`src/rfrf_pkg.sv`:
```
// Shared types and constants for the rotated framebuffer rectangle fill block.
// No dependencies; every other file in src imports this package.
package rfrf_pkg;

  // Field widths sized for the largest supported panel (64 x 256).
  localparam int unsigned ROW_W  = 6;  // panel row, up to 64 rows
  localparam int unsigned PAGE_W = 3;  // page = row / 8, up to 8 pages
  localparam int unsigned COL_W  = 8;  // panel column, up to 256 columns
  localparam int unsigned IDX_W  = 9;  // byte index field of a read item

  localparam int unsigned FIFO_DEPTH = 2;
  localparam int unsigned FIFO_PTR_W = $clog2(FIFO_DEPTH);
  localparam int unsigned FIFO_CNT_W = $clog2(FIFO_DEPTH + 1);

  typedef enum logic [1:0] {
    KIND_CLEAR = 2'd0,
    KIND_FILL  = 2'd1,
    KIND_FLUSH = 2'd2,
    KIND_READ  = 2'd3
  } kind_e;

  typedef enum logic {
    REG_FLIP    = 1'b0,
    REG_PRESENT = 1'b1
  } cfg_reg_e;

  typedef enum logic [2:0] {
    BK_INIT,
    BK_IDLE,
    BK_CLEAR,
    BK_FILL_RD,
    BK_FILL_WR,
    BK_READ
  } back_state_e;

  // Classified command, already clipped and rotated into panel space.
  typedef struct packed {
    kind_e              kind;
    logic               set_on;
    logic               hit;     // fill touches at least one pixel
    logic [ROW_W-1:0]   row_lo;
    logic [ROW_W-1:0]   row_hi;
    logic [COL_W-1:0]   col_lo;
    logic [COL_W-1:0]   col_hi;
    logic [IDX_W-1:0]   byte_index;
  } cmd_t;

endpackage

```
`src/rfrf_fifo.sv`:
```
// Short command queue between front end and back end.
// Depends on rfrf_pkg for the command type and depth.
module rfrf_fifo (
  input  logic            clk_i,
  input  logic            rst_ni,
  input  logic            push_i,
  input  rfrf_pkg::cmd_t  push_data_i,
  input  logic            pop_i,
  output rfrf_pkg::cmd_t  head_o,
  output logic            full_o,
  output logic            empty_o
);
  import rfrf_pkg::*;

  cmd_t                  entry_q [FIFO_DEPTH];
  logic [FIFO_PTR_W-1:0] wr_ptr_q, wr_ptr_d, rd_ptr_q, rd_ptr_d;
  logic [FIFO_CNT_W-1:0] count_q, count_d;

  assign full_o  = (count_q == FIFO_CNT_W'(FIFO_DEPTH));
  assign empty_o = (count_q == '0);
  assign head_o  = entry_q[rd_ptr_q];

  always_comb begin
    wr_ptr_d = wr_ptr_q;
    rd_ptr_d = rd_ptr_q;
    count_d  = count_q;
    if (push_i) begin
      wr_ptr_d = (wr_ptr_q == FIFO_PTR_W'(FIFO_DEPTH - 1)) ? '0 : wr_ptr_q + 1'b1;
    end
    if (pop_i) begin
      rd_ptr_d = (rd_ptr_q == FIFO_PTR_W'(FIFO_DEPTH - 1)) ? '0 : rd_ptr_q + 1'b1;
    end
    if (push_i && !pop_i) begin
      count_d = count_q + 1'b1;
    end else if (pop_i && !push_i) begin
      count_d = count_q - 1'b1;
    end
  end

  always_ff @(posedge clk_i or negedge rst_ni) begin
    if (!rst_ni) begin
      wr_ptr_q <= '0;
      rd_ptr_q <= '0;
      count_q  <= '0;
    end else begin
      wr_ptr_q <= wr_ptr_d;
      rd_ptr_q <= rd_ptr_d;
      count_q  <= count_d;
    end
  end

  always_ff @(posedge clk_i) begin
    if (push_i) begin
      entry_q[wr_ptr_q] <= push_data_i;
    end
  end

endmodule

```
`config.mk`:
```
export PLATFORM = sky130hd
export DESIGN_NAME = rfrf_fifo
export DESIGN_NICKNAME = d
export VERILOG_FILES = /design/src/rfrf_pkg.sv /design/src/rfrf_fifo.sv
export SDC_FILE = /design/constraint.sdc
export NUM_CORES = 1
export LEC_CHECK = 0
export BUFFER_PORTS_ARGS = -buffer_cell sky130_fd_sc_hd__buf_2
export CELL_PAD_IN_SITES_DETAIL_PLACEMENT = 1
export CELL_PAD_IN_SITES_GLOBAL_PLACEMENT = 1
export CORE_UTILIZATION = 39
export DETAILED_ROUTE_END_ITERATION = 10
export PLACE_DENSITY_LB_ADDON = 0.1
export REMOVE_ABC_BUFFERS = 1
export SYNTH_ARGS = -nofsm -noshare
export SYNTH_HDL_FRONTEND = slang
export SYNTH_SLANG_ARGS = --single-unit
```
`constraint.sdc`:
```
create_clock -name clk_i -period 7.13 [get_ports clk_i]
set_clock_uncertainty 0.05 [all_clocks]
set_input_delay 0.713 -clock clk_i [delete_from_list [all_inputs] [get_ports clk_i]]
set_output_delay 0.713 -clock clk_i [all_outputs]
set_load 0.05 [all_outputs]
```
* Word-level counts from Yosys, hierarchy flattened
Memories as Yosys holds them, arrays and structs flattened. Cells that the tools add are included.
Storage, ports and cells: memories 1, ROM bits 0, bits in registers 4, bits in writable memories 82, bits in latches 0, input port bits 45, output and inout port bits 43, word-level logic and storage cells 21
Memories:
- entry_q | depth 2, bits a word 41, rd ports 1, clocked after Yosys merged registers in 0, write ports 1, line rfrf_fifo.sv:15 | cmd_t entry_q [FIFO_DEPTH];
Operators by class: divide/modulo/power cells 0, add/sub/neg operators 4, bitwise gates (word level) 0, shift operators 0, reduce and logical (&&, ||, !) cells 6, multipliers 0, equality and inequality tests 1, multiplexer cells 6, order comparisons 0
Operator list (count):
- $mux W1 | 4
- $mux W2 | 2
- $add A1 B1 Y1 const B | 2
- $add A2 B1 Y2 const B | 1
- $eq A2 B2 Y1 const B | 1
- $logic_and A1 B1 Y1 | 2
- $logic_not A1 Y1 | 2
- $logic_not A2 Y1 | 1
- $reduce_bool A2 Y1 | 1
- $sub A2 B1 Y2 const B | 1

* Longest topological paths before layout
depth after elaboration 4, gate-level depth with buffers 5

* Worst setup path before layout
No wires, ideal clock.
path type input -> register, start point input push_i, end point memory entry_q[0][0] (netlist bit) (enable), stages 1, setup slack 4.091 ns, arrival time 2.545 ns, cell sequence nor2b_1
On the way: longest elaborated chain between the ends 2
Ends and longest elaborated chain:
- from (decl) | line rfrf_fifo.sv:6 | input logic push_i,
- $mux W1 | line rfrf_fifo.sv:53 | if (push_i) begin
- $mux W1 (not written as such) | line rfrf_fifo.sv:54 | entry_q[wr_ptr_q] <= push_data_i;
- to (decl) | line rfrf_fifo.sv:15
No other way between the ends.

==> results.txt <==
Outcome: finished, final reports clean
Worst-path maximum fanout: 28
M2 GR Usage: 0.240
Clock transition at the registers of the reported paths: 80 ps
M1 GR Usage: 0.147
Comb power frac: 0.420
Yosys reg bits: 86
Clock tree root buffer cell: clkbuf_8
Library cells used by synthesis: 13
CTS tree: yes
Remaining Overflow, GRT: 0
CP Launch Type: flip-flop
Worst setup margin: 4190 ps
Final wirelength: 5.78 mm
Hold_buf cts: 0
Number of I/O pins: 88
Count of warnings emitted by yosys: 0
PortBufs: 87
Critical Path End Type: primary output
Sw Pwr: 769 uW
DRC viols: 0
Max-cap violation count: 0
Register area share after synthesis: 0.765
Slew HR: 0.190
Busiest grt layer: met2
TritonRoute pass-1 iters: 4
# fillers: 812
Pre-CTS setup slack: 4540 ps
Internal power: 1130 uW
Largest net degree at the start of global routing: 42
Initial core utilization: 0.405
Final Slew Violations: 0
Initial antenna violation count: 0
Die Ht: 94.7 um
P&R area growth vs syn: 21.3%
Post-DP HPWL: 3.84 mm
Crit Path Class: reg2out
GRT Util Overall: 0.136
Final Hold Vio Count: 0
Clk pwr share: 0.196
Via Count: 1594
Vias in the first global route: 1763
Tmin final: 2940 ps
Sw frac: 0.405
Post-CTS resize count: 0
Setup bufs post-CTS: 0
Routed vias/inst: 4.58
Die area: 0.00896 mm^2
Routed Antenna Nets: 0
Reg power frac: 0.384
Worst EP arrival: 2180 ps
N_diodes: 0
Post-Synthesis Mean Instance Area: 23.3 um^2
GR Util met3: 0.0403
Post-detailed-route wirelength per cell: 16.6 um
DRC marker count from the first detailed-route iteration: 45
First-pass GRT wire length: 8.69 mm
Leakage: 0.00165 uW
Die X: 94.7 um
Clk Latency, worst-skew pair: 330 ps
Post-layout net count: 284
Cell Rows: 33
Final period utilization: 0.413
Fmax achieved: 0.340 GHz
WP data required: 6370 ps
Min Hold Slack: 113 ps
Post-Route Setup TNS: 0 ps
CTS Buffer Depth: 2
FF-to-FF Start: wr_ptr_q
# H-tree levels: 3
Worst IR Drop VDD: 0.000294 V
HP Class: in2async
Worst-Margin Slew: 1210 ps
RSZ-0062 raised after global routing: no
CTS Sinks: 86
CTS Buf Count: 9
Worst setup path startpoint: rd_ptr_q
Tot Pwr: 1900 uW
Synthesized area: 0.00335 mm^2
PwrDens: 467 mW/mm^2
Endpoints failing setup: 0
Core area: 0.00826 mm^2
Share of layout cells above drive strength 1: 0.609
Routability Congestion: 0.663
Mapped Cells: 144
==> critical path, cell delays in order, from the launching register on <==
cell	delay [ps]
dfrtp_2	680
buf_4	530
mux2_2	390
buf_2	210
==> synth_stat cells <==
library cell  instances  area (um^2)
and2_1                1         6.26
buf_12                4         80.1
nor2_1                2         7.51
xor2_1                4         35.0
ha_1                  1         12.5
inv_1                 1         3.75
nor2b_1               2         12.5
mux2_2                2         22.5
edfxtp_1             82         2460
dfrtp_1               4          100
buf_6                 1         11.3
mux2_4               39          586
xnor2_1               1         8.76
==> flip-flops by register name (all words and copies together), names as in the netlist <==
register / flops
entry_q: 82
count_q: 2
wr_ptr_q: 1
rd_ptr_q: 1
==> power by group through the flow <==
stage | logic, uW | clock network [uW] | registers [uW]
detailed placement | 808 | 0 | 743
finish | 797 | 372 | 729
global placement | 798 | 0 | 734
CTS | 810 | 382 | 732
global route | 837 | 398 | 741
floorplan | 640 | 0 | 757
==> layout make-up <==
type | instances | area, um^2 | area share
sequential | 86 | 2560 | 0.631
clock buffer | 9 | 124 | 0.0305
inverter | 1 | 3.75 | 0.000924
timing repair buffer | 88 | 443 | 0.109
tap | 105 | 131 | 0.0323
clock inverter | 7 | 97.6 | 0.0240
multi-input combinational | 52 | 699 | 0.172
==> worst paths after layout <==
kind | end | depth (start not counted) | slack, ps
max reg2reg | entry_q[0][12] | 1 | 5310
max | head_o[21] | 3 | 4190
min in group clk_i | count_q[1] | 1 | 460
min | rd_ptr_q | 1 | 110
max in group asynchronous | rd_ptr_q | 1 | 6780
min reg2reg | count_q[1] | 1 | 460
==> through the flow <==
stage / cell area [um^2] / cells / util
floorplan: 3260 / 139 / -
global placement: 3840 / 332 / 0.465
detailed placement: 3840 / 332 / 0.465
CTS: 4060 / 348 / 0.492
global route: 4060 / 348 / 0.492
finish: 4060 / 348 / 0.492
==> metal layers <==
layer  routed length, um  vias up  share of wire
met5                   0        -              0
met4                  64        0          0.011
met3                 369        7          0.064
met2                3090       51           0.53
met1                2260      792           0.39
li1                    -      744              -
==> cell families after synthesis <==
| logic type | share of synthesized area |
|---|---|
| flops | 0.765 |
| mux | 0.182 |
| buf+inv | 0.0284 |
| xor+xnor | 0.0131 |
| simple gates | 0.00785 |
| fa+ha+maj | 0.00374 |
==> layout by cell type (no fill, tap or decap), types with 2 or more instances in the layout <==
cell / instances
mux2_4: 39
buf_2: 87
edfxtp_1: 82
xor2_1: 4
clkinvlp_4: 2
nor2_1: 2
bufinv_16: 2
dfrtp_1: 3
clkbuf_8: 9
mux2_2: 2
No activity file was read; power rests on OpenSTA's default activity.
