==> src/rfrf_pkg.sv <==
// Shared types and constants for the rotated framebuffer rectangle fill block.
// No dependencies; every other file in src imports this package.
package rfrf_pkg;

  // Field widths sized for the largest supported panel (64 x 256).
  localparam int unsigned ROW_W  = 6;  // panel row, up to 64 rows
  localparam int unsigned PAGE_W = 3;  // page = row / 8, up to 8 pages
  localparam int unsigned COL_W  = 8;  // panel column, up to 256 columns
  localparam int unsigned IDX_W  = 9;  // byte index field of a read item

  localparam int unsigned FIFO_DEPTH = 2;
  localparam int unsigned FIFO_PTR_W = $clog2(FIFO_DEPTH);
  localparam int unsigned FIFO_CNT_W = $clog2(FIFO_DEPTH + 1);

  typedef enum logic [1:0] {
    KIND_CLEAR = 2'd0,
    KIND_FILL  = 2'd1,
    KIND_FLUSH = 2'd2,
    KIND_READ  = 2'd3
  } kind_e;

  typedef enum logic {
    REG_FLIP    = 1'b0,
    REG_PRESENT = 1'b1
  } cfg_reg_e;

  typedef enum logic [2:0] {
    BK_INIT,
    BK_IDLE,
    BK_CLEAR,
    BK_FILL_RD,
    BK_FILL_WR,
    BK_READ
  } back_state_e;

  // Classified command, already clipped and rotated into panel space.
  typedef struct packed {
    kind_e              kind;
    logic               set_on;
    logic               hit;     // fill touches at least one pixel
    logic [ROW_W-1:0]   row_lo;
    logic [ROW_W-1:0]   row_hi;
    logic [COL_W-1:0]   col_lo;
    logic [COL_W-1:0]   col_hi;
    logic [IDX_W-1:0]   byte_index;
  } cmd_t;

endpackage

==> src/rfrf_front.sv <==
// Front end: takes command transfers, clips and rotates fill rectangles.
// Depends on rfrf_pkg; feeds rfrf_fifo.
module rfrf_front #(
  parameter int unsigned SHORT_SIDE = 32,
  parameter int unsigned LONG_SIDE  = 128
) (
  input  logic                clk_i,
  input  logic                rst_ni,
  input  logic                flip_i,
  input  logic                init_busy_i,
  input  logic                fifo_full_i,
  input  logic                start,
  output logic                busy,
  input  logic [1:0]          kind_i,
  input  logic signed [7:0]   left_i,
  input  logic signed [15:0]  top_i,
  input  logic [7:0]          width_i,
  input  logic [7:0]          height_i,
  input  logic                set_on_i,
  input  logic [8:0]          byte_index_i,
  output logic                push_o,
  output rfrf_pkg::cmd_t      cmd_o
);
  import rfrf_pkg::*;

  localparam logic signed [9:0]  XMAX = 10'(SHORT_SIDE);
  localparam logic signed [17:0] YMAX = 18'(LONG_SIDE);

  logic               valid_q, valid_d;
  cmd_t               cmd_q, cmd_d;
  logic               accept;
  logic signed [9:0]  x_end, x0, x1, r_lo, r_hi;
  logic signed [17:0] y_end, y0, y1, c_lo, c_hi;

  assign busy   = init_busy_i || (valid_q && fifo_full_i);
  assign accept = start && !busy;
  assign push_o = valid_q && !fifo_full_i;
  assign cmd_o  = cmd_q;

  always_comb begin
    // clip in portrait space, both ends half open
    x_end = $signed({{2{left_i[7]}}, left_i}) + $signed({2'b00, width_i});
    x0    = left_i[7] ? 10'sd0 : $signed({2'b00, left_i});
    x1    = (x_end > XMAX) ? XMAX : x_end;
    y_end = $signed({{2{top_i[15]}}, top_i}) + $signed({10'd0, height_i});
    y0    = top_i[15] ? 18'sd0 : $signed({2'b00, top_i});
    y1    = (y_end > YMAX) ? YMAX : y_end;

    if (flip_i) begin
      r_lo = x0;
      r_hi = x1 - 10'sd1;
      c_lo = YMAX - y1;
      c_hi = YMAX - 18'sd1 - y0;
    end else begin
      r_lo = XMAX - x1;
      r_hi = XMAX - 10'sd1 - x0;
      c_lo = y0;
      c_hi = y1 - 18'sd1;
    end

    cmd_d.kind       = kind_e'(kind_i);
    cmd_d.set_on     = set_on_i;
    cmd_d.hit        = (x0 < x1) && (y0 < y1);
    cmd_d.row_lo     = r_lo[ROW_W-1:0];
    cmd_d.row_hi     = r_hi[ROW_W-1:0];
    cmd_d.col_lo     = c_lo[COL_W-1:0];
    cmd_d.col_hi     = c_hi[COL_W-1:0];
    cmd_d.byte_index = byte_index_i;

    valid_d = valid_q;
    if (accept) begin
      valid_d = 1'b1;
    end else if (push_o) begin
      valid_d = 1'b0;
    end
  end

  always_ff @(posedge clk_i or negedge rst_ni) begin
    if (!rst_ni) begin
      valid_q <= 1'b0;
    end else begin
      valid_q <= valid_d;
    end
  end

  always_ff @(posedge clk_i) begin
    if (accept) begin
      cmd_q <= cmd_d;
    end
  end

endmodule

==> config.mk <==
export PLATFORM = sky130hd
export DESIGN_NAME = rfrf_front
export DESIGN_NICKNAME = d
export VERILOG_FILES = /design/src/rfrf_pkg.sv /design/src/rfrf_front.sv
export SDC_FILE = /design/constraint.sdc
export NUM_CORES = 1
export LEC_CHECK = 0
export ABC_CLOCK_PERIOD_IN_PS = 2000
export BUFFER_PORTS_ARGS = -buffer_cell sky130_fd_sc_hd__buf_4
export CORE_ASPECT_RATIO = 1.5
export CORE_MARGIN = 10
export CORE_UTILIZATION = 40
export CTS_BUF_LIST = sky130_fd_sc_hd__clkbuf_16
export DETAILED_ROUTE_END_ITERATION = 10
export HOLD_SLACK_MARGIN = 0.08
export MAX_ROUTING_LAYER = met4
export PLACE_DENSITY = 0.76
export SYNTH_ARGS = -nofsm -noshare
export SYNTH_HDL_FRONTEND = slang
export SYNTH_SLANG_ARGS = --single-unit
==> constraint.sdc <==
create_clock -name clk_i -period 2 [get_ports clk_i]
set_clock_uncertainty 0.2 [all_clocks]
set_input_delay 0.2 -clock clk_i [delete_from_list [all_inputs] [get_ports clk_i]]
set_output_delay 0.2 -clock clk_i [all_outputs]
set_load 0.01 [all_outputs]
After elaboration in Yosys (flattened, before gate mapping) --
Index checks and enable logic that the tools add are counted.
Word-level totals: output and inout bits 43, input port bits 58, word-level logic and storage cells 39, bits in registers 42
Operators by class: mux-type cells 10, $lt $le $gt $ge 4, reduce and logical (&&, ||, !) cells 8, $add $sub $neg 8
Operator list (count):
- $lt A16 B18 Y1 | 1
- $mux W18 | 1
- $add A16 B9 Y17 | 1
- $gt A17 B9 Y1 const B | 1
- $mux W8 | 2
- $mux W15 | 1
- $mux W6 | 2
- $add A8 B9 Y10 | 1
- $gt A10 B7 Y1 const B | 1
- $lt A8 B10 Y1 | 1
- $mux W10 | 1
- $sub A7 B8 Y8 const A | 1
- $sub A8 B2 Y8 const B | 1
- $sub A8 B8 Y8 const A | 1
- $mux W7 | 1
- $sub A5 B6 Y6 const A | 1
- $sub A6 B2 Y6 const B | 1
- $sub A6 B6 Y6 const A | 1
- $logic_and A1 B1 Y1 | 4
- $logic_not A1 Y1 | 2
- $mux W1 | 2
- $reduce_bool A2 Y1 | 1
- $logic_or A1 B1 Y1 | 1

Depth between registers and ports, before layout --
word-level depth 5, mapped depth 20, depth with buffers taken out 19

Worst setup path after synthesis --
OpenSTA, ideal clock, no wires.
path type in2reg, start input port top_i[0], end register cmd_q (netlist bit cmd_o[37]) (data pin), setup time 167 ps, stages 20, data required time 1633 ps, data arrival time 4271 ps, path slack -2638 ps, path through ha_1 inv_1 fa_1 nand2b_1 a21oi_2 xnor2_1 or3_1 o31a_1 o41ai_4 buf_2 nand2_1 ha_1 a2111oi_0 o21ai_0 o2111ai_1 a21oi_1 or3_1 a21oi_1 nand4_1 a211oi_1
RTL lines:
- start: declaration | line rfrf_front.sv:16 | input logic signed [15:0] top_i,
- end signal: assignment | line rfrf_front.sv:88 | cmd_q <= cmd_d;
- end: declaration | line rfrf_front.sv:30 | cmd_t cmd_q, cmd_d;

==> metrics.yaml <==
run:
  maxCapViolCount: 0
route:
  wl_um: 13000
  drt_iter0_drc: 150
  route.detailed.drc: 0
  dr.pass1.iters: 4
  via_per_inst: 5.33
  wl_per_cell_um: 16.9
  vias: 4090
  antenna_left: 0
global_route:
  grt_pass1_vias: 4333
  grt_pass1_wl_um: 19700
  grt_max_degree: 35
  track_usage: 0.171
  antenna_found_initial: 0
  grt_overflow: 0
clock_network:
  clk_transition_reported_paths_ns: 0.06
  clock_sinks: 42
  clk_path_buf_depth: 2
  ctsRootBufferMaster: "clkbuf_16"
  cts-buffers-inserted: 5
  h-tree-depth: 2
  cts_tree: "built"
  clk_latency_ns: 0.29
placed_design:
  io_buffers: 100
  place_area_um2: 5640
  post-dp-hpwl_um: 9340
  gp_congestion: 0.893
floorplanning:
  die_height_um: 139
  start_util: 0.409
  core_area_um2: 9250
  die_area_um2: 13800
  num_io_pins: 101
  std_cell_rows: 43
  fp.dieW_um: 99.4
cells_and_area:
  fin_nets: 753
  syn_to_final_growth_pct: 74.9
  nFillCells: 637
  finish.utilization: 0.716
  drive_gt1_frac: 0.510
  final_area_um2: 6620
  n_antenna_cell: 0
synth:
  yosys.cell_count.top_type: "nand2_1"
  synth_top_area_frac: 0.325
  yosysSeqAreaShare: 0.332
  yosys.area.top_type: "edfxtp_1"
  synth_fp_nets: 511
  synthTopCellsByCount: "nand2_1, edfxtp_1, ha_1, a21oi_1, nor2_1"
  yosys_warnings: 0
  syn_area_um2: 3780
  avgSynthCellArea_um2: 9.19
  postSynthCellCount: 412
  synth_edf_count: 41
  ys_types: 62
  synthTopCellsByArea: "edfxtp_1, ha_1, nand2_1"
  ys_ff_latch: 42
  ys.flop_type: "edfxtp_1"
  synthArstFlopShare: 0.0238
timing:
  setup_slack_ns: -1.99
  period_minus_slack_ns: 3.99
  tightest_slew_ns: 0.466
  rsz0062_at_grt: "true"
  hold_slack_ns: 0.156
  maxSlewHeadroom: 0.689
  fin_crit_sh: 2.00
  hold_viol: 0
  report.final.slew_viol_count: 0
  fmax_ghz: 0.250
  setup_viol: 29
setup_path:
  cp-start-kind: "input port"
  critPathArrivalTime_ns: 3.91
  worst-endpoint-required_ns: 1.92
  crit_start: "top_i[0]"
  rr_startpoint: "valid_q$_DFFE_PN0P_"
  endpoint_kind: "flop"
  crit_type: "in2reg"
  path_max_fanout: 4
status:
  outcome: "complete, but fails checks"
  violations: "setup timing"
power_and_ir_drop:
  total_power_mw: 3.94
  powerDensity_nw_per_um2: 595
  leakagePower_nw: 2.98
  ir_drop_uv: 783
min_path:
  hp-class: "in2reg"
  hp-start: "top_i[0]"
==> worst max-delay path: stages <==
cell and delay, ns:
buf_8 0.08, ha_4 0.13, inv_2 0.04, fa_2 0.35
nand2b_4 0.18, a21oi_4 0.17, xnor2_2 0.08, or3_4 0.37
o31a_1 0.29, o41ai_4 0.31, buf_4 0.20, nand2_1 0.08
ha_1 0.23, a2111oi_4 0.20, o21ai_1 0.11, o2111ai_1 0.11
a21oi_1 0.08, or3_1 0.30, a21oi_1 0.12, nand4_1 0.12
a211oi_2 0.17
==> routing by layer <==
metal | GRT usage | vias up | routed length, um
li1 | - | 2001 | -
met1 | 0.168 | 1963 | 4850
met2 | 0.331 | 100 | 7280
met3 | 0.0150 | 26 | 420
met4 | 0.0666 | 0 | 403
met5 | - | - | 0
==> area by class of cell <==
| cell class | instances | area [um^2] | share of cell area |
|---|---|---|---|
| multi-input cells | 336 | 2870 | 0.433 |
| repair buffers | 255 | 2110 | 0.319 |
| flip-flops and latches | 42 | 1260 | 0.190 |
| well taps | 112 | 140 | 0.0212 |
| clock buffers | 5 | 125 | 0.0189 |
| clock inverters | 3 | 63.8 | 0.00964 |
| inverters | 14 | 57.6 | 0.00869 |
==> cells in the final DEF, fill, tap and decap left out, types with 4 or more instances in the layout <==
master | Yosys | routed
nand2_4 | 0 | 4
o21ai_2 | 0 | 4
a21oi_2 | 1 | 4
o211ai_1 | 5 | 5
buf_4 | 0 | 212
nand3_1 | 13 | 8
nor2_1 | 24 | 21
mux2i_1 | 5 | 5
o21a_1 | 4 | 4
ha_1 | 39 | 31
ha_4 | 0 | 8
nand2_1 | 45 | 37
buf_8 | 0 | 5
nand4_1 | 4 | 4
o21ai_0 | 15 | 10
buf_6 | 1 | 20
a21o_1 | 8 | 8
xor2_1 | 8 | 7
xnor2_1 | 13 | 10
mux2_4 | 0 | 7
o31ai_1 | 5 | 4
nor2b_1 | 23 | 23
dlygate4sd3_1 | 0 | 15
nand2_2 | 0 | 4
o21ai_1 | 4 | 4
inv_1 | 14 | 12
nor3_1 | 6 | 4
nand2b_1 | 9 | 7
a21oi_1 | 26 | 22
and3_1 | 5 | 4
clkbuf_16 | 0 | 5
nand3_2 | 0 | 4
edfxtp_1 | 41 | 41
==> state kept, by name (all words and copies together), names as in the netlist <==
signal   flops
cmd_o       41
valid_q      1
==> through the flow <==
| step | setup slack (ns) | cells | setup TNS, ns |
|---|---|---|---|
| after detailed placement | -2.62 | 718 | -44.77 |
| after global placement | -2.39 | 718 | -42.72 |
| after global routing | -2.22 | 767 | -40.28 |
| after CTS | -2.04 | 755 | -36.28 |
| final | -1.99 | 767 | -37.24 |
| after floorplan | -2.48 | 412 | -35.83 |
==> worst paths after layout <==
check,end,slack [ns],cells after the start
hold reg to reg,valid_q$_DFFE_PN0P_,0.33,1
hold / removal,cmd_o[17]$_DFFE_PP_,0.16,3
min in group asynchronous,valid_q$_DFFE_PN0P_,0.55,3
max in group asynchronous,valid_q$_DFFE_PN0P_,0.94,3
setup reg to reg,cmd_o[5]$_DFFE_PP_,0.27,3
setup / recovery,cmd_o[37]$_DFFE_PP_,-1.99,21
==> cell families (layout without fill, tap and decap cells) <==
| group | after synthesis | after routing | share of synthesized area |
|---|---|---|---|
| AOI/OAI and AO/OA | 105 | 105 | 0.191 |
| xor gates and xnor gates | 22 | 22 | 0.0529 |
| adders and majority gates | 41 | 41 | 0.140 |
| buffers and inverters | 34 | 277 | 0.0370 |
| DFF | 42 | 42 | 0.332 |
| muxes | 14 | 14 | 0.0400 |
| and+or+nand+nor | 154 | 154 | 0.208 |
==> power breakdown <==
part | internal [mW] | total (mW) | switching (mW) | leakage [nW]
logic | 0.992 | 1.85 | 0.862 | 2.50
clock network | 0.710 | 1.02 | 0.313 | 0.0915
registers | 1.04 | 1.06 | 0.0156 | 0.393
total | 2.75 | 3.94 | 1.19 | 2.98
==> timing repair <==
| item | CTS | global route |
|---|---|---|
| endpoints found under the setup margin | 29 | 29 |
| hold buffers | 15 | 0 |
| endpoints found under the hold margin | 14 | 0 |
| cloned | 1 | 0 |
| pin swaps | 19 | 14 |
| gates resized for setup | 62 | 35 |
| buffers inserted | 15 | 16 |
Power figures use the tool's default switching activity.
